[config.mk]
export PLATFORM = sky130hd
export DESIGN_NAME = nmb_back_flat
export DESIGN_NICKNAME = d
export VERILOG_FILES = /design/src/nmb_pkg.sv /design/src/nmb_res_if.sv /design/src/nmb_back.sv /design/src/flat_wrapper.sv
export SDC_FILE = /design/constraint.sdc
export NUM_CORES = 1
export LEC_CHECK = 0
export ABC_CLOCK_PERIOD_IN_PS = 16700
export BUFFER_PORTS_ARGS = -buffer_cell sky130_fd_sc_hd__buf_2
export CAP_MARGIN = 30
export CELL_PAD_IN_SITES_DETAIL_PLACEMENT = 2
export CELL_PAD_IN_SITES_GLOBAL_PLACEMENT = 2
export CORE_MARGIN = 4
export CORE_UTILIZATION = 32
export DETAILED_ROUTE_END_ITERATION = 6
export GPL_TIMING_DRIVEN = 0
export MAX_ROUTING_LAYER = met4
export PLACE_DENSITY_LB_ADDON = 0.3
export SETUP_SLACK_MARGIN = 0.3
export SLEW_MARGIN = 20
export SYNTH_ARGS = -nofsm -noshare
export SYNTH_HDL_FRONTEND = slang
export SYNTH_SLANG_ARGS = --single-unit
[constraint.sdc]
create_clock -name clk -period 16.7 [get_ports clk]
set_input_delay 1.67 -clock clk [delete_from_list [all_inputs] [get_ports clk]]
set_output_delay 1.67 -clock clk [all_outputs]
set_load 0.05 [all_outputs]
[src/nmb_pkg.sv]
// Shared types and constants for the 3x3 neighbour-mean blur.
package nmb_pkg;

  localparam int MAX_WIDTH   = 1024;
  localparam int MAX_HEIGHT  = 1024;
  localparam int COL_W       = $clog2(MAX_WIDTH);
  localparam int ROW_W       = $clog2(MAX_HEIGHT);

  localparam int CHAN_W      = 8;
  localparam int SIZE_W      = 11;
  localparam int TAG_W       = 10;
  localparam int CFG_IDX_W   = 4;
  localparam int NB_COUNT    = 8;
  localparam int NB_SHIFT    = 3;

  // The queue depth must be a power of two so that the pointers wrap by themselves.
  localparam int QUEUE_DEPTH = 4;

  localparam logic [CFG_IDX_W-1:0] REG_IMAGE_WIDTH  = CFG_IDX_W'(0);
  localparam logic [CFG_IDX_W-1:0] REG_IMAGE_HEIGHT = CFG_IDX_W'(1);

  localparam logic [SIZE_W-1:0] RESET_WIDTH  = SIZE_W'(640);
  localparam logic [SIZE_W-1:0] RESET_HEIGHT = SIZE_W'(480);

  typedef struct packed {
    logic [CHAN_W-1:0] red;
    logic [CHAN_W-1:0] green;
    logic [CHAN_W-1:0] blue;
  } pixel_t;

  // One classified pixel: its neighbourhood, its position and which results it owes.
  typedef struct packed {
    pixel_t [NB_COUNT-1:0] nb;
    pixel_t                center;
    logic [ROW_W-1:0]      row;
    logic [COL_W-1:0]      col;
    logic                  has_prev;
    logic                  interior;
    logic                  has_edge;
    logic                  has_self;
    logic                  row_end;
  } entry_t;

  typedef struct packed {
    logic   valid;
    entry_t entry;
  } beat_t;

endpackage

[src/nmb_res_if.sv]
// Channel carrying one tagged result pixel per beat.
interface nmb_res_if;
  logic                      valid;
  logic                      ready;
  logic [nmb_pkg::CHAN_W-1:0] out_red;
  logic [nmb_pkg::CHAN_W-1:0] out_green;
  logic [nmb_pkg::CHAN_W-1:0] out_blue;
  logic [nmb_pkg::TAG_W-1:0]  pixel_row;
  logic [nmb_pkg::TAG_W-1:0]  pixel_col;
  logic                      frame_last;

  modport source (output valid, out_red, out_green, out_blue, pixel_row, pixel_col,
                  frame_last, input ready);
  modport sink   (input valid, out_red, out_green, out_blue, pixel_row, pixel_col,
                  frame_last, output ready);
endinterface

[src/nmb_back.sv]
// Back end: neighbour mean and the ordered issue of up to three results per pixel.
module nmb_back (
  input  logic            clk,
  input  logic            rst,
  input  nmb_pkg::beat_t  head,
  output logic            pop_ready,
  nmb_res_if.source       results
);

  localparam int SUM_W = nmb_pkg::CHAN_W + $clog2(nmb_pkg::NB_COUNT);

  function automatic nmb_pkg::pixel_t mean8(input nmb_pkg::pixel_t [nmb_pkg::NB_COUNT-1:0] nb);
    logic [SUM_W-1:0] sr;
    logic [SUM_W-1:0] sg;
    logic [SUM_W-1:0] sb;
    nmb_pkg::pixel_t  res;
    sr = '0;
    sg = '0;
    sb = '0;
    for (int k = 0; k < nmb_pkg::NB_COUNT; k++) begin
      sr = sr + SUM_W'(nb[k].red);
      sg = sg + SUM_W'(nb[k].green);
      sb = sb + SUM_W'(nb[k].blue);
    end
    res.red   = nmb_pkg::CHAN_W'(sr >> nmb_pkg::NB_SHIFT);
    res.green = nmb_pkg::CHAN_W'(sg >> nmb_pkg::NB_SHIFT);
    res.blue  = nmb_pkg::CHAN_W'(sb >> nmb_pkg::NB_SHIFT);
    return res;
  endfunction

  logic [2:0] done;
  logic       out_valid;
  nmb_pkg::pixel_t out_px;
  logic [nmb_pkg::TAG_W-1:0] out_row;
  logic [nmb_pkg::TAG_W-1:0] out_col;
  logic       out_last;

  logic [2:0] pending;
  logic [2:0] sel;
  logic [2:0] rest;
  logic       load;
  nmb_pkg::pixel_t           px_next;
  logic [nmb_pkg::ROW_W-1:0] row_next;
  logic [nmb_pkg::COL_W-1:0] col_next;
  logic                      last_next;

  // Bit 0 is the lagging pixel, bit 1 the row-end border pixel, bit 2 the pixel itself.
  assign pending = {head.entry.has_self, head.entry.has_edge, head.entry.has_prev} & ~done;
  assign sel     = pending & (~pending + 3'd1);
  assign rest    = pending & ~sel;
  assign load    = head.valid & (~out_valid | results.ready);
  assign pop_ready = load & (rest == 3'b000);

  always_comb begin
    px_next   = head.entry.nb[7];
    row_next  = head.entry.row;
    col_next  = head.entry.col;
    last_next = head.entry.row_end;
    if (sel[0]) begin
      px_next   = head.entry.interior ? mean8(head.entry.nb) : head.entry.center;
      row_next  = head.entry.row - nmb_pkg::ROW_W'(1);
      col_next  = head.entry.col - nmb_pkg::COL_W'(1);
      last_next = 1'b0;
    end else if (sel[1]) begin
      px_next   = head.entry.nb[4];
      row_next  = head.entry.row - nmb_pkg::ROW_W'(1);
      last_next = 1'b0;
    end
  end

  always_ff @(posedge clk) begin
    if (rst) begin
      done      <= '0;
      out_valid <= 1'b0;
    end else begin
      if (load) begin
        out_valid <= 1'b1;
        done      <= (rest == 3'b000) ? 3'b000 : (done | sel);
      end else if (results.ready) begin
        out_valid <= 1'b0;
      end
    end
  end

  always_ff @(posedge clk) begin
    if (load) begin
      out_px   <= px_next;
      out_row  <= nmb_pkg::TAG_W'(row_next);
      out_col  <= nmb_pkg::TAG_W'(col_next);
      out_last <= last_next;
    end
  end

  assign results.valid      = out_valid;
  assign results.out_red    = out_px.red;
  assign results.out_green  = out_px.green;
  assign results.out_blue   = out_px.blue;
  assign results.pixel_row  = out_row;
  assign results.pixel_col  = out_col;
  assign results.frame_last = out_last;

endmodule

[src/flat_wrapper.sv]
// flat-port wrapper written by rule: the top's interface ports become plain ports
module nmb_back_flat 
  (clk, rst, head, pop_ready, results_valid, results_out_red, results_out_green, results_out_blue, results_pixel_row, results_pixel_col, results_frame_last, results_ready);
  nmb_res_if results_i ();
  input  logic clk;
  input  logic rst;
  input  nmb_pkg::beat_t head;
  output logic pop_ready;
  output wire logic [$bits(results_i.valid)-1:0] results_valid;
  output wire logic [$bits(results_i.out_red)-1:0] results_out_red;
  output wire logic [$bits(results_i.out_green)-1:0] results_out_green;
  output wire logic [$bits(results_i.out_blue)-1:0] results_out_blue;
  output wire logic [$bits(results_i.pixel_row)-1:0] results_pixel_row;
  output wire logic [$bits(results_i.pixel_col)-1:0] results_pixel_col;
  output wire logic [$bits(results_i.frame_last)-1:0] results_frame_last;
  input wire logic [$bits(results_i.ready)-1:0] results_ready;
  assign results_valid = results_i.valid;
  assign results_out_red = results_i.out_red;
  assign results_out_green = results_i.out_green;
  assign results_out_blue = results_i.out_blue;
  assign results_pixel_row = results_i.pixel_row;
  assign results_pixel_col = results_i.pixel_col;
  assign results_frame_last = results_i.frame_last;
  assign results_i.ready = results_ready;
  nmb_back u_core (.clk(clk), .rst(rst), .head(head), .pop_ready(pop_ready), .results(results_i));
endmodule
Word level (Yosys, flattened, before mapping)
Index checks and enable logic that the tools add are counted.
Widths: inputs -> output; s select.
{"block": "op_classes", "bitwise_logic": 11, "muxes": 9, "add_sub_neg": 24, "reduce_logical": 3}
{"operator": "$add 11x8->11", "count": 18}
{"operator": "$mux 24", "count": 3}
{"operator": "$mux 10", "count": 3}
{"operator": "$add 8x8->9", "count": 3}
{"operator": "$sub 10x1->10 const B", "count": 2}
{"operator": "$and 3x3->3", "count": 3}
{"operator": "$not 3->3", "count": 3}
{"operator": "$add 3x1->3 const B", "count": 1}
{"operator": "$logic_not 3->1", "count": 1}
{"operator": "$mux 3", "count": 1}
{"operator": "$or 3x3->3", "count": 1}
{"operator": "$and 1x1->1", "count": 2}
{"operator": "$mux 1", "count": 2}
{"operator": "$reduce_bool 2->1", "count": 1}
{"operator": "$reduce_or 2->1", "count": 1}
{"operator": "$not 1->1", "count": 1}
{"operator": "$or 1x1->1", "count": 1}
{"block": "totals", "wordCells": 55, "regBits": 49, "output_inout_bits": 47}

Depth between registers and ports, before layout
{"block": "logic_depth", "depth_word": 9, "depth_mapped": 21, "mapped_depth_nobuf": 20}

Worst setup path after synthesis
OpenSTA, ideal clock, no wires.
{"block": "synth_path", "kind": "input-to-reg", "start": "input port head[49] (netlist bit)", "end": "register u_core.out_px, in the netlist u_core.results.out_blue[6], data pin", "path_slack_ns": 10.200, "arrival_ns": 6.245, "cell_stages": 20, "required_ns": 16.445, "setup_ns": 0.255, "path_cell_list": "ha_1 > inv_1 > fa_1 > nor2b_1 > o21ai_1 > a21boi_0 > o31a_1 > a21oi_1 > fa_1 > inv_1 > fa_1 > fa_1 > fa_1 > inv_1 > ha_1 > a21o_1 > a21o_1 > a2111o_1 > mux2i_1 > nor2_1"}
{"item": "start, declared", "line_no": "flat_wrapper.sv:7", "rtl": "input nmb_pkg::beat_t head;"}
{"item": "end signal, assigned", "line_no": "nmb_back.sv:87", "rtl": "out_px <= px_next;"}
{"item": "end, declared", "line_no": "nmb_back.sv:33", "rtl": "nmb_pkg::pixel_t out_px;"}

==> impl_metrics.ini <==
[run_status]
status = completed

[global_routing]
grt_pass1_vias = 8214
gr-usage-met3_pct = 4.63
grtUsageMet1_pct = 24.1
antenna_found_initial = 3
grt_max_degree = 26
busiest_layer = met2
met2_usage_pct = 39.9
grt_pass1_wl_mm = 43.1
grt_overflow = 0
grt_use_total_pct = 21.6

[clocking]
post_cts_buffers = 0
cts_tree = done
hold_buffers = 0
cts_max_path_buffers = 2
cts_resized = 0
insertion_delay_ns = 0.31
clk_pin_slew_ns = 0.07
clkSinkCount = 49
root_buffer = clkbuf_16
htreeDepth = 2
cts_buffers = 5

[routing]
wl_per_cell_um = 19.5
drt_iter0_markers = 301
wl_mm = 27.9
ant_nets = 0
drcViolationCount = 0
avgViaCountPerCell = 4.89
dr.pass1.iters = 6
vias = 7008

[critical_path]
rrSetupSlack_ns = 14.60
crit_path_start_kind = input pin
arrival_ns = 6.83
path_delay_family = adder cells
crit_slowest_cell = fa_1
cpMostUsedCell = fa_1
path_cells = buf_2 -> ha_1 -> inv_1 -> fa_1 -> nor2b_1 -> o21ai_1 -> a21boi_0 -> o21ai_0 -> a21boi_0 -> fa_1 -> inv_1 -> fa_1 -> fa_1 -> fa_1 -> inv_1 -> ha_1 -> clkbuf_2 -> a211oi_1 -> o21ai_0 -> o211ai_1 -> xor2_1 -> a221oi_2
r2r_start = u_core.done[0]
critical_path_class = input pin to flop
timing.rr.end = u_core.results.out_red[1]
reg2reg_depth = 6
required_ns = 16.74
setup.worst_path.end_class = flop
max_stage_delay_ns = 0.49
cp_num_buf_inv = 5
worstPathMaxFanout = 7

[sta]
finalSetupTns_ns = 0
hold_viol = 0
max_slew_margin_pct = 43.8
min_period_ns = 6.79
tightest_slew_ns = 0.843
skew_ns = 0.00607
slew_violations = 0
finalSetupViolations = 0
rsz0062_at_grt = no
post-route-period-util_pct = 40.7
fmax_mhz = 147

[hold_path]
min_path_cells = 1
worstHoldStart = u_core.done[2]
min_to = u_core.done[2]
hold_class = flop to flop

[final_layout]
instances_no_fill = 1434
drive_gt1_share_pct = 29.5
layout.nets = 1535
syn_to_final_growth_pct = 26.4

[yosys]
async_flop_share_pct = 0
synth_cell_type_count = 59
synth_area_per_cell_sq_um = 9.43
syn_nets = 1237
synth_top_area_share_pct = 29.8
ys_ff_latch = 49
yosysSeqAreaShare_pct = 18.7
yosys_warnings = 0
synthTopCellsByCount = 200 x inv_1, 114 x fa_1, 65 x ha_1, 63 x nand2_1, 45 x edfxtp_1
synth_edf_count = 45
synth_top_area_cell = fa_1
netlist_area_sq_mm = 0.00767
ys.flop_type = edfxtp_1
syn_inst = 813
yosysMostFrequentCell = inv_1
yosys-top-cells-area = fa_1 30%, edfxtp_1 18%, ha_1 11%, inv_1 9.8%, nand2_1 3.1%

[die]
dieArea_sq_mm = 0.0265
fp.dieW_um = 163
die_y_um = 163
num_io_pins = 292
core_region_area_sq_mm = 0.0235
start_util_pct = 32.6
row_count = 56

[power]
netSwitchingFraction_pct = 52.6
p_per_area_mw_per_mm2 = 165
ir_drop_mv = 0.0684
p_int_mw = 0.757
leakage_nw = 4.97
power.switching_mw = 0.838
power_frac_seq_pct = 10.9
pwr-share-comb_pct = 82.3
clkPwrFrac_pct = 6.8

[run]
drv_cap = 0

[place]
post-dp-hpwl_mm = 24.4
finalWeightedCongestion = 0.837
dpl.cell_count = 1423
port_buffers = 290
-- sequential cells by signal, summed over array words and instances (netlist names) --
signal,cells
u_core.results.valid,1
u_core.results.out_green,8
u_core.done,3
u_core.results.pixel_col,10
u_core.results.out_blue,8
u_core.results.out_red,8
u_core.results.pixel_row,10
u_core.results.frame_last,1
-- per-stage QoR --
stage / util [%] / worst slack [ns] / hold slack, ns / power [mW] / cell area [sq um]
final: 41.2 / 9.91 / 0.483 / 1.60 / 9690
after global routing: 41.2 / 9.46 / 0.491 / 1.79 / 9690
after CTS: 41.1 / 9.91 / 0.485 / 1.62 / 9680
after detailed placement: 40.5 / 9.60 / 0.475 / 1.50 / 9540
after global placement: 40.4 / 9.67 / 0.460 / 1.43 / 9520
after floorplan: - / 10.20 / 0.448 / 1.17 / 7670
-- cell families (layout without fill, tap and decap cells) --
kind of cell	after synthesis	in the layout	share of synthesized area [%]
compound gates	154	154	14.4
xor+xnor	43	43	4.91
fa+ha+maj	179	179	40.4
buf+inv	217	516	10.8
flops	49	49	18.7
mux	4	4	0.522
other cells	0	3	0
simple gates	167	167	10.3
-- power by group through the flow --
stage | combinational (mW) | sequential [mW] | clock [mW]
6_report | 1.31 | 0.174 | 0.109
3_5_place_dp | 1.32 | 0.177 | 0
5_1_grt | 1.50 | 0.176 | 0.118
3_3_place_gp | 1.26 | 0.176 | 0
2_1_floorplan | 0.911 | 0.256 | 0
4_1_cts | 1.33 | 0.175 | 0.113
-- routing by layer --
| metal | share of wire [%] | up-vias | wire length (um) |
|---|---|---|---|
| met3 | 6.6 | 25 | 1850 |
| met1 | 38 | 3521 | 10600 |
| li1 | - | 3258 | - |
| met4 | 1.3 | 0 | 363 |
| met2 | 54 | 204 | 15100 |
| met5 | 0 | - | 0 |
-- worst max path at each step --
| stage | start | to | slack, ns | cells past startpoint |
|---|---|---|---|---|
| floorplan | head[49] | u_core.results.out_blue[6] | 10.20 | 20 |
| global placement | head[49] | u_core.results.out_blue[6] | 9.67 | 21 |
| detailed placement | head[65] | u_core.results.out_red[7] | 9.60 | 22 |
| CTS | head[65] | u_core.results.out_red[7] | 9.91 | 22 |
| global route | head[65] | u_core.results.out_red[7] | 9.46 | 22 |
| finish | head[65] | u_core.results.out_red[7] | 9.91 | 22 |
-- cell type report --
type / instances / area [sq um]
inverter: 200 / 751
multi-input combinational: 547 / 5410
buffer: 17 / 75.1
fill: 2719 / 13900
clock inverter: 3 / 21.3
sequential: 49 / 1430
clock buffer: 5 / 125
tap: 319 / 399
timing repair buffer: 291 / 1470
antenna: 3 / 7.51
-- layout by cell type (no fill, tap or decap), drive strengths merged, types with 20 or more instances in the layout --
master and count:
nand2 63, buf 301, a21oi 34, edfxtp 45
inv 201, o21ai 30, xnor2 23, fa 114
nor2 42, xor2 20, ha 65
Power figures use the tool's default switching activity.
