<file path="config.mk">
export PLATFORM = sky130hd
export DESIGN_NAME = nmb_queue
export DESIGN_NICKNAME = d
export VERILOG_FILES = /design/src/nmb_pkg.sv /design/src/nmb_queue.sv
export SDC_FILE = /design/constraint.sdc
export NUM_CORES = 1
export LEC_CHECK = 0
export CORE_ASPECT_RATIO = 2
export CORE_MARGIN = 2
export CORE_UTILIZATION = 65
export DETAILED_ROUTE_END_ITERATION = 16
export DONT_BUFFER_PORTS = 1
export GPL_TIMING_DRIVEN = 0
export PLACE_DENSITY = 0.77
export SETUP_SLACK_MARGIN = 0.3
export SLEW_MARGIN = 10
export SYNTH_ARGS = -nofsm -noshare
export SYNTH_HDL_FRONTEND = slang
export SYNTH_SLANG_ARGS = --single-unit
</file>
<file path="constraint.sdc">
create_clock -name clk -period 17.75 [get_ports clk]
set_clock_uncertainty 0.05 [all_clocks]
set_input_delay 0.8875 -clock clk [delete_from_list [all_inputs] [get_ports clk]]
set_output_delay 0.8875 -clock clk [all_outputs]
set_load 0.005 [all_outputs]
</file>
<file path="src/nmb_pkg.sv">
// Shared types and constants for the 3x3 neighbour-mean blur.
package nmb_pkg;

  localparam int MAX_WIDTH   = 1024;
  localparam int MAX_HEIGHT  = 1024;
  localparam int COL_W       = $clog2(MAX_WIDTH);
  localparam int ROW_W       = $clog2(MAX_HEIGHT);

  localparam int CHAN_W      = 8;
  localparam int SIZE_W      = 11;
  localparam int TAG_W       = 10;
  localparam int CFG_IDX_W   = 4;
  localparam int NB_COUNT    = 8;
  localparam int NB_SHIFT    = 3;

  // The queue depth must be a power of two so that the pointers wrap by themselves.
  localparam int QUEUE_DEPTH = 4;

  localparam logic [CFG_IDX_W-1:0] REG_IMAGE_WIDTH  = CFG_IDX_W'(0);
  localparam logic [CFG_IDX_W-1:0] REG_IMAGE_HEIGHT = CFG_IDX_W'(1);

  localparam logic [SIZE_W-1:0] RESET_WIDTH  = SIZE_W'(640);
  localparam logic [SIZE_W-1:0] RESET_HEIGHT = SIZE_W'(480);

  typedef struct packed {
    logic [CHAN_W-1:0] red;
    logic [CHAN_W-1:0] green;
    logic [CHAN_W-1:0] blue;
  } pixel_t;

  // One classified pixel: its neighbourhood, its position and which results it owes.
  typedef struct packed {
    pixel_t [NB_COUNT-1:0] nb;
    pixel_t                center;
    logic [ROW_W-1:0]      row;
    logic [COL_W-1:0]      col;
    logic                  has_prev;
    logic                  interior;
    logic                  has_edge;
    logic                  has_self;
    logic                  row_end;
  } entry_t;

  typedef struct packed {
    logic   valid;
    entry_t entry;
  } beat_t;

endpackage

</file>
<file path="src/nmb_queue.sv">
// Short register queue between the front end and the result sequencer.
module nmb_queue (
  input  logic            clk,
  input  logic            rst,
  input  nmb_pkg::beat_t  push,
  output logic            push_ready,
  output nmb_pkg::beat_t  head,
  input  logic            pop_ready
);

  localparam int PTR_W = $clog2(nmb_pkg::QUEUE_DEPTH);
  localparam int CNT_W = $clog2(nmb_pkg::QUEUE_DEPTH + 1);

  nmb_pkg::entry_t entries [nmb_pkg::QUEUE_DEPTH];
  logic [PTR_W-1:0] wr_ptr;
  logic [PTR_W-1:0] rd_ptr;
  logic [CNT_W-1:0] count;

  logic do_push;
  logic do_pop;

  assign push_ready = count < CNT_W'(nmb_pkg::QUEUE_DEPTH);
  assign head.valid = count != '0;
  assign head.entry = entries[rd_ptr];

  assign do_push = push.valid & push_ready;
  assign do_pop  = head.valid & pop_ready;

  always_ff @(posedge clk) begin
    if (rst) begin
      wr_ptr <= '0;
      rd_ptr <= '0;
      count  <= '0;
    end else begin
      if (do_push) begin
        wr_ptr <= wr_ptr + PTR_W'(1);
      end
      if (do_pop) begin
        rd_ptr <= rd_ptr + PTR_W'(1);
      end
      if (do_push && !do_pop) begin
        count <= count + CNT_W'(1);
      end else if (do_pop && !do_push) begin
        count <= count - CNT_W'(1);
      end
    end
  end

  always_ff @(posedge clk) begin
    if (do_push) begin
      entries[wr_ptr] <= push.entry;
    end
  end

endmodule

</file>
=== After elaboration in Yosys (flattened, before gate mapping) ===
Memories as Yosys holds them, arrays and structs flattened. A register that Yosys moved wholly into a read port is not among the register bits.
Cells that the tools add are included.

* Memories kept: 1
* Output and inout port bits: 243
* Input bits: 245
* Register bits: 7
* ROM bits: 0
* Latch bits: 0
* Logic and storage cells: 23
* Memory bits (writable): 964

* Equality and inequality tests: 0
* Shift operators: 0
* Add/sub/neg operators: 4
* Bitwise operators: 2
* $lt $le $gt $ge: 1
* Reductions and logical operators: 6
* Divide/modulo/power cells: 0
* Multipliers: 0
* Multiplexer cells: 6

{| class="wikitable"
|+ Memories
! memory !! words !! bits a word !! rd ports !! clocked after Yosys merged registers in !! write ports !! line !! RTL
|-
| entries || 4 || 241 || 1 || 1 || 1 || nmb_queue.sv:14 || <nowiki>nmb_pkg::entry_t entries [nmb_pkg::QUEUE_DEPTH];</nowiki>
|}

{| class="wikitable"
|+ Operators with widths
! kind !! number
|-
| 2-to-1 mux 3 bit || 2
|-
| adder 2 x 1 -> 2 bit, second input constant || 2
|-
| 2-to-1 mux 2 bit || 2
|-
| adder 3 x 1 -> 3 bit, second input constant || 1
|-
| < comparator 3 bit, second input constant || 1
|-
| nonzero test 3 bit || 1
|-
| subtractor 3 x 1 -> 3 bit, second input constant || 1
|-
| bitwise AND 1 bit || 2
|-
| logical AND 1 bit || 2
|-
| logical NOT 1 bit || 2
|-
| 2-to-1 mux 1 bit || 2
|-
| nonzero test 2 bit || 1
|}

=== Depth between registers and ports, before layout ===
Gate-level depths: netlist of the first run.

* Depth after elaboration: 6
* Gate-level depth with buffers: 8

=== Least setup slack after synthesis of the first run ===
OpenSTA, ideal clock, no wires.

* Path type: in2reg
* Start point: in push[241] (netlist bit)
* End point: mem entries[0][0] (netlist bit), enable pin
* Data required time: 17.068 ns
* Path slack: 10.320 ns
* Buffers on the path: 1
* Arrival time: 6.748 ns
* Stages: 3
* Library setup time: 0.632 ns
* Cell sequence: nor2b_1 clkbuf_1 and2_1

* Word-level cells in the longest chain between the ends: 3

{| class="wikitable"
|+ Ends and longest elaborated chain
! item !! line !! RTL
|-
| start: declaration || nmb_queue.sv:5 || <nowiki>input nmb_pkg::beat_t push,</nowiki>
|-
| bitwise AND 1 bit || nmb_queue.sv:26 || <nowiki>assign do_push = push.valid & push_ready;</nowiki>
|-
| net do_push || nmb_queue.sv:19 || <nowiki>logic do_push;</nowiki>
|-
| 2-to-1 mux 1 bit || nmb_queue.sv:50 || <nowiki>if (do_push) begin</nowiki>
|-
| 2-to-1 mux 1 bit (not written as such) || nmb_queue.sv:51 || <nowiki>entries[wr_ptr] <= push.entry;</nowiki>
|-
| end: declaration || nmb_queue.sv:14 ||
|}

The timed path passes the listed nets, and every way through them passes these cells.

==> results of run 1 <==
[per-layer routing]
layer,wire length (µm),global-route usage [%]
met2,39400,46.9
met4,3100,11.0
met5,0,0
met1,22400,28.1
met3,9430,12.9
[cells by family (layout without fill, tap and decap cells)]
logic type / after synthesis / after routing
adder cells (fa/ha/maj): 6 / 6
XOR/XNOR: 5 / 5
flip-flops: 973 / 973
buffers and inverters: 60 / 216
multiplexers: 243 / 243
AO/OA/AOI/OAI: 4 / 4
AND/OR/NAND/NOR: 14 / 14
[worst register-to-register path, cell delays in order, from the launching register on]
cell and delay [ps]:
dfxtp_1 360, nor2b_1 120, clkbuf_1 360, and2_4 540, buf_16 340, buf_16 310, buf_16 320
[power breakdown]
part / switching [mW] / internal, mW / leakage, nW
clock: 0.750 / 0.904 / 1.17
sequential: 0.0683 / 2.80 / 8.90
combinational: 0.640 / 0.521 / 1.91
[sequential cells by signal, indices dropped and copies added (netlist names), named ones only]
signal / cells
wr_ptr: 2
entries: 964
count: 3
rd_ptr: 2
[path summary, 6_finish.rpt]
check	from	end	slack, ps
setup / recovery	register	head[75]	14090
hold / removal	push[128]	entries[3][128]	310
hold reg to reg	rd_ptr[0]	rd_ptr[0]	490
setup reg to reg	count[2]	entries[3][58]	15010
[through the flow]
stage,std cells,cell area [µm²],hold slack (ps),utilization [%]
after global routing,2132,39000,283,72.8
after CTS,2132,39000,273,72.8
after floorplan,1305,35200,435,-
after global placement,1976,36100,455,67.3
final,2132,39000,307,72.8
after detailed placement,1996,36600,480,68.3
[cell type report]
type / instances / area [µm²]
Multi-Input combinational cell: 272 / 5680
Clock buffer: 92 / 1980
Sequential cell: 973 / 29100
Timing Repair Buffer: 20 / 528
Clock inverter: 44 / 420
Fill cell: 2706 / 14600
Buffer: 56 / 408
Inverter: 4 / 15.0
Tap cell: 671 / 840
[cell usage in the layout (no fill, tap or decap), types with 3 or more instances in the layout]
cell       Yosys  final
clkinv_1       0     20
buf_16         0     17
clkinv_2       0     10
mux4_2       241    241
clkbuf_16      0     77
buf_6         22     22
buf_2         26     26
dfxtp_1        9      9
edfxtp_1     964    964
inv_1          4      4
xor2_1         4      4
and2_4         0      4
nor2_1         7      7
buf_12         0      3
clkbuf_1       8     23
ha_1           5      5
bufinv_16      0      7
==> flow_metrics.tcl, run 1 <==
set metrics [dict create \
    core-area_um2 53600 \
    synthMuxAreaShare_pct 15.5 \
    syn_area_um2 35200 \
    cts_buffer_depth 3 \
    synth_fa_ha_area_share_pct 0.234 \
    synth.most_common_cell "edfxtp_1" \
    crit_arrival_ps 2720 \
    slew_violations 0 \
    grt_pass1_wl_um 107000 \
    port_buffers 0 \
    die_x_um 169 \
    cp.depth 4 \
    htreeDepth 3 \
    wl_um 74400 \
    drc 0 \
    ys_types 20 \
    n_antenna_cell 0 \
    layout_setup_ws_ps 14090 \
    ir_worst_vdd_uv 144 \
    rsz0062_at_grt "false" \
    start_util_pct 65.7 \
    hold_path_class "in -> reg" \
    cp-start-kind "register" \
    worstHoldPathCells 0 \
    yosys_warnings 0 \
    synth_edf_count 964 \
    worst_pin_slew_ps 859 \
    synth.avg_cell_area_um2 27.0 \
    async_flop_share_pct 0 \
    rr_worst_depth 6 \
    yosys.area.top_type "edfxtp_1" \
    grt_max_degree 56 \
    cts_tree "yes" \
    maxCapViolations 0 \
    synth_compound_area_share_pct 0.0746 \
    synth_top_family_by_area "multiplexers" \
    numCtsBuffers 74 \
    syn_nets 1556 \
    netlist_top_cells_area "edfxtp_1, mux4_2, buf_6" \
    power.total_mw 5.68 \
    crit_chain "buf_2 > clkbuf_1 > buf_2 > mux4_2" \
    post-cts-setup-buffer-count 0 \
    drive_above_1_share_pct 28.3 \
    crit_top_cell "buf_2" \
    yosys-top-cells-count "edfxtp_1, mux4_2, buf_2" \
    crit_family "buffers and inverters" \
    grt.total_usage_pct 27.1 \
    status "finished, final reports clean" \
    synth_top_area_share_pct 82.2 \
    gp_congestion 0.752 \
    worstPathRequired_ps 16810 \
    path_class "reg -> out" \
    period_share_pct 20.6 \
    die_area_um2 56200 \
    worstPathMaxFanout 10 \
    grt_overflow 0 \
    hold_violations 0 \
    fin_crit_ps 3660 \
    path_clk_slew_ps 70 \
    pre_cts_slack_ps 14480 \
    dpl.hpwl_um 46000 \
    cp_slowest_stage_delay_ps 680 \
    fmax_mhz 273 \
    fp-row-count 120 \
    via_count 14300 \
    crit_buf_inv 3 \
    powerDensity_nw_per_um2 146 \
    endpoint_kind "output pin" \
    post_cts_resized 0 \
    synth-simple-area-share_pct 0.199 \
    fin_tns_setup_ps 0 \
    pin_count 488 \
    vias_per_cell 6.69 \
    synth-main-ff-cell "edfxtp_1" \
    ys_seq_area_share_pct 82.7 \
    finalSetupViolCount 0 \
    leakagePower_nw 12.0 \
    cts_hold_buffers 0 \
    antenna_found_initial 0 \
    cts_root_buffer "clkbuf_16" \
    areaGrowthSynthToFinish_pct 10.7 \
    antenna_left 0 \
    fp.dieH_um 333 \
    wire_per_inst_um 34.9 \
    synth_xor_area_share_pct 0.124 \
    drtIter0Drc 1272 \
    slew_headroom_pct 42.8 \
    layout.nets 1652 \
    clock_latency_ps 600 \
    first_pass_iters 5 \
    grt_pass1_vias 15500 \
    ys_ff_latch 973 \
    syn_inst 1305 \
    cts.sinks 973 \
    slowest_stage "clkbuf_1" \
]
Note: power is estimated with default switching activity, not from simulation.
==> run 2: changes to the inputs <==
--- a/config.mk
+++ b/config.mk
@@ -7,11 +7,11 @@
 export LEC_CHECK = 0
 export CORE_ASPECT_RATIO = 2
 export CORE_MARGIN = 2
-export CORE_UTILIZATION = 65
+export CORE_UTILIZATION = 63
 export DETAILED_ROUTE_END_ITERATION = 16
 export DONT_BUFFER_PORTS = 1
 export GPL_TIMING_DRIVEN = 0
-export PLACE_DENSITY = 0.77
+export PLACE_DENSITY = 0.75
 export SETUP_SLACK_MARGIN = 0.3
 export SLEW_MARGIN = 10
 export SYNTH_ARGS = -nofsm -noshare
==> constraint.sdc (replaced) <==
create_clock -name clk -period 3.8 [get_ports clk]
set_clock_uncertainty 0.05 [all_clocks]
set_input_delay 0.19 -clock clk [delete_from_list [all_inputs] [get_ports clk]]
set_output_delay 0.19 -clock clk [all_outputs]
set_load 0.005 [all_outputs]
==> run 2 against run 1 <==
  * Final area up 6.7%
  * Routed wire length increased by 11%
  * Global-route usage up 1.8 points
  * Clock power grew to 4.9 times the previous value
  * Sequential power rose to 4.7 times the previous value
  * Combinational power grew to 5.0 times the previous value
  * Via count up 10%
  * Largest power group unchanged
==> flow_metrics.tcl, run 2 (synthesis gave the netlist of run 1 again) <==
set metrics [dict create \
    cts_root_buffer "clkbuf_16" \
    crit_arrival_ps 2810 \
    post-cts-setup-buffer-count 0 \
    rsz0062_at_grt "false" \
    dpl.hpwl_um 45900 \
    slew_violations 0 \
    status "finished, final reports clean" \
    grt.total_usage_pct 28.9 \
    finalNonFillerCells 2458 \
    wl_um 82300 \
    vias_per_cell 6.41 \
    powerDensity_nw_per_um2 657 \
    via_count 15800 \
    cp.depth 4 \
    crit_chain "buf_2 > clkbuf_1 > buf_2 > mux4_2" \
    slew_headroom_pct 44.3 \
    worstPathMaxFanout 10 \
    layout_setup_ws_ps 749 \
    dp.cells 2069 \
    cts_tree "yes" \
    endpoint_kind "output pin" \
    cts.sinks 973 \
    pin_count 488 \
    grt_max_degree 57 \
    htreeDepth 3 \
    hold_path_class "in -> reg" \
    grt_overflow 0 \
    period_share_pct 80.3 \
    wire_per_inst_um 33.5 \
    cp_slowest_stage_delay_ps 670 \
    areaGrowthSynthToFinish_pct 18.2 \
    clock_latency_ps 620 \
    grt_pass1_vias 17100 \
    pre_cts_slack_ps 1220 \
    path_class "reg -> out" \
    fmax_mhz 328 \
    worstHoldPathCells 4 \
    drtIter0Drc 1533 \
    worstPathRequired_ps 3560 \
    maxCapViolations 0 \
    slowest_stage "clkbuf_1" \
    path_clk_slew_ps 60 \
    drive_above_1_share_pct 24.6 \
    power.total_mw 27.3 \
    fp-row-count 122 \
    mostFrequentLayoutCells "edfxtp_1, dlygate4sd3_1, mux4_2" \
    ir_worst_vdd_uv 585 \
    cts_buffer_depth 3 \
    die_area_um2 57900 \
    start_util_pct 63.7 \
    worst_pin_slew_ps 835 \
    antenna_left 0 \
    antenna_found_initial 13 \
    numCtsBuffers 78 \
    fin_tns_setup_ps 0 \
    layout_commonest_cell "edfxtp_1" \
    drc 0 \
    crit_family "buffers and inverters" \
    grt_pass1_wl_um 118000 \
    largest_registers "entries (964), count (3)" \
    port_buffers 0 \
    leakagePower_nw 13.0 \
    finalSetupViolCount 0 \
    regMostFlops "entries" \
    whs_ps 115 \
    fp.dieH_um 338 \
    largest_reg_flops 964 \
    crit_buf_inv 3 \
    post_cts_resized 0 \
    rr_worst_depth 5 \
    hold_violations 0 \
    fin_crit_ps 3050 \
    die_x_um 171 \
    layout.nets 1900 \
    first_pass_iters 5 \
    cts_hold_buffers 244 \
    core-area_um2 55300 \
    cp-start-kind "register" \
    crit_top_cell "buf_2" \
    gp_congestion 0.738 \
]
run 2: cell count changes in the layout (fill, tap and decap cells not counted), sizes merged:
cell / before / now
clkinv: 33 / 21
bufinv: 7 / 8
diode: 0 / 8
dlygate4sd3: 0 / 244
inv: 6 / 11
clkbuf: 100 / 107
run 2: area by class of cell:
cell class / instances / area [µm²]
antenna: 8 / 20.0
buffer: 56 / 408
clock buffer: 99 / 2050
clock inverter: 38 / 457
fill: 2819 / 13600
inverter: 4 / 15.0
multi-input combinational: 272 / 5680
sequential: 973 / 29100
tap: 744 / 931
timing repair buffer: 264 / 2940
run 2: path summary, 6_finish.rpt:
path              from        endpoint  slack [ps]
max           register        head[87]         750
min          push[241]       wr_ptr[0]         120
max reg2reg   count[2]  entries[2][35]        1210
min reg2reg  rd_ptr[1]       rd_ptr[1]         500
run 2: metal layers:
metal  part of all wire [%]  vias to the layer above  track usage [%]  routed length, µm
met1                     31                     8213             32.0              25300
met2                     54                      992             50.7              44600
met5                  0.072                        -                0                 59
met4                    4.3                       10             12.4               3500
li1                       -                     6363                -                  -
met3                     11                      186             9.20               8850
run 2: metrics by stage:
step | instance area, µm² | utilization [%]
after floorplan | 35200 | -
after global placement | 36200 | 65.4
after detailed placement | 36700 | 66.3
after CTS | 41600 | 75.3
after global routing | 41600 | 75.3
final | 41600 | 75.3
run 2: worst reg2reg max path, delay by kind of cell, from the launching register on:
| kind | cells | cell delay (ps) |
|---|---|---|
| buf+inv | 3 | 1010 |
| simple gates | 2 | 770 |
| flops | 1 | 360 |
run 2: power by group:
part / switching [mW] / total, mW / internal (mW)
clock network: 3.68 / 8.10 / 4.42
registers: 0.342 / 13.4 / 13.1
logic: 3.23 / 5.83 / 2.60
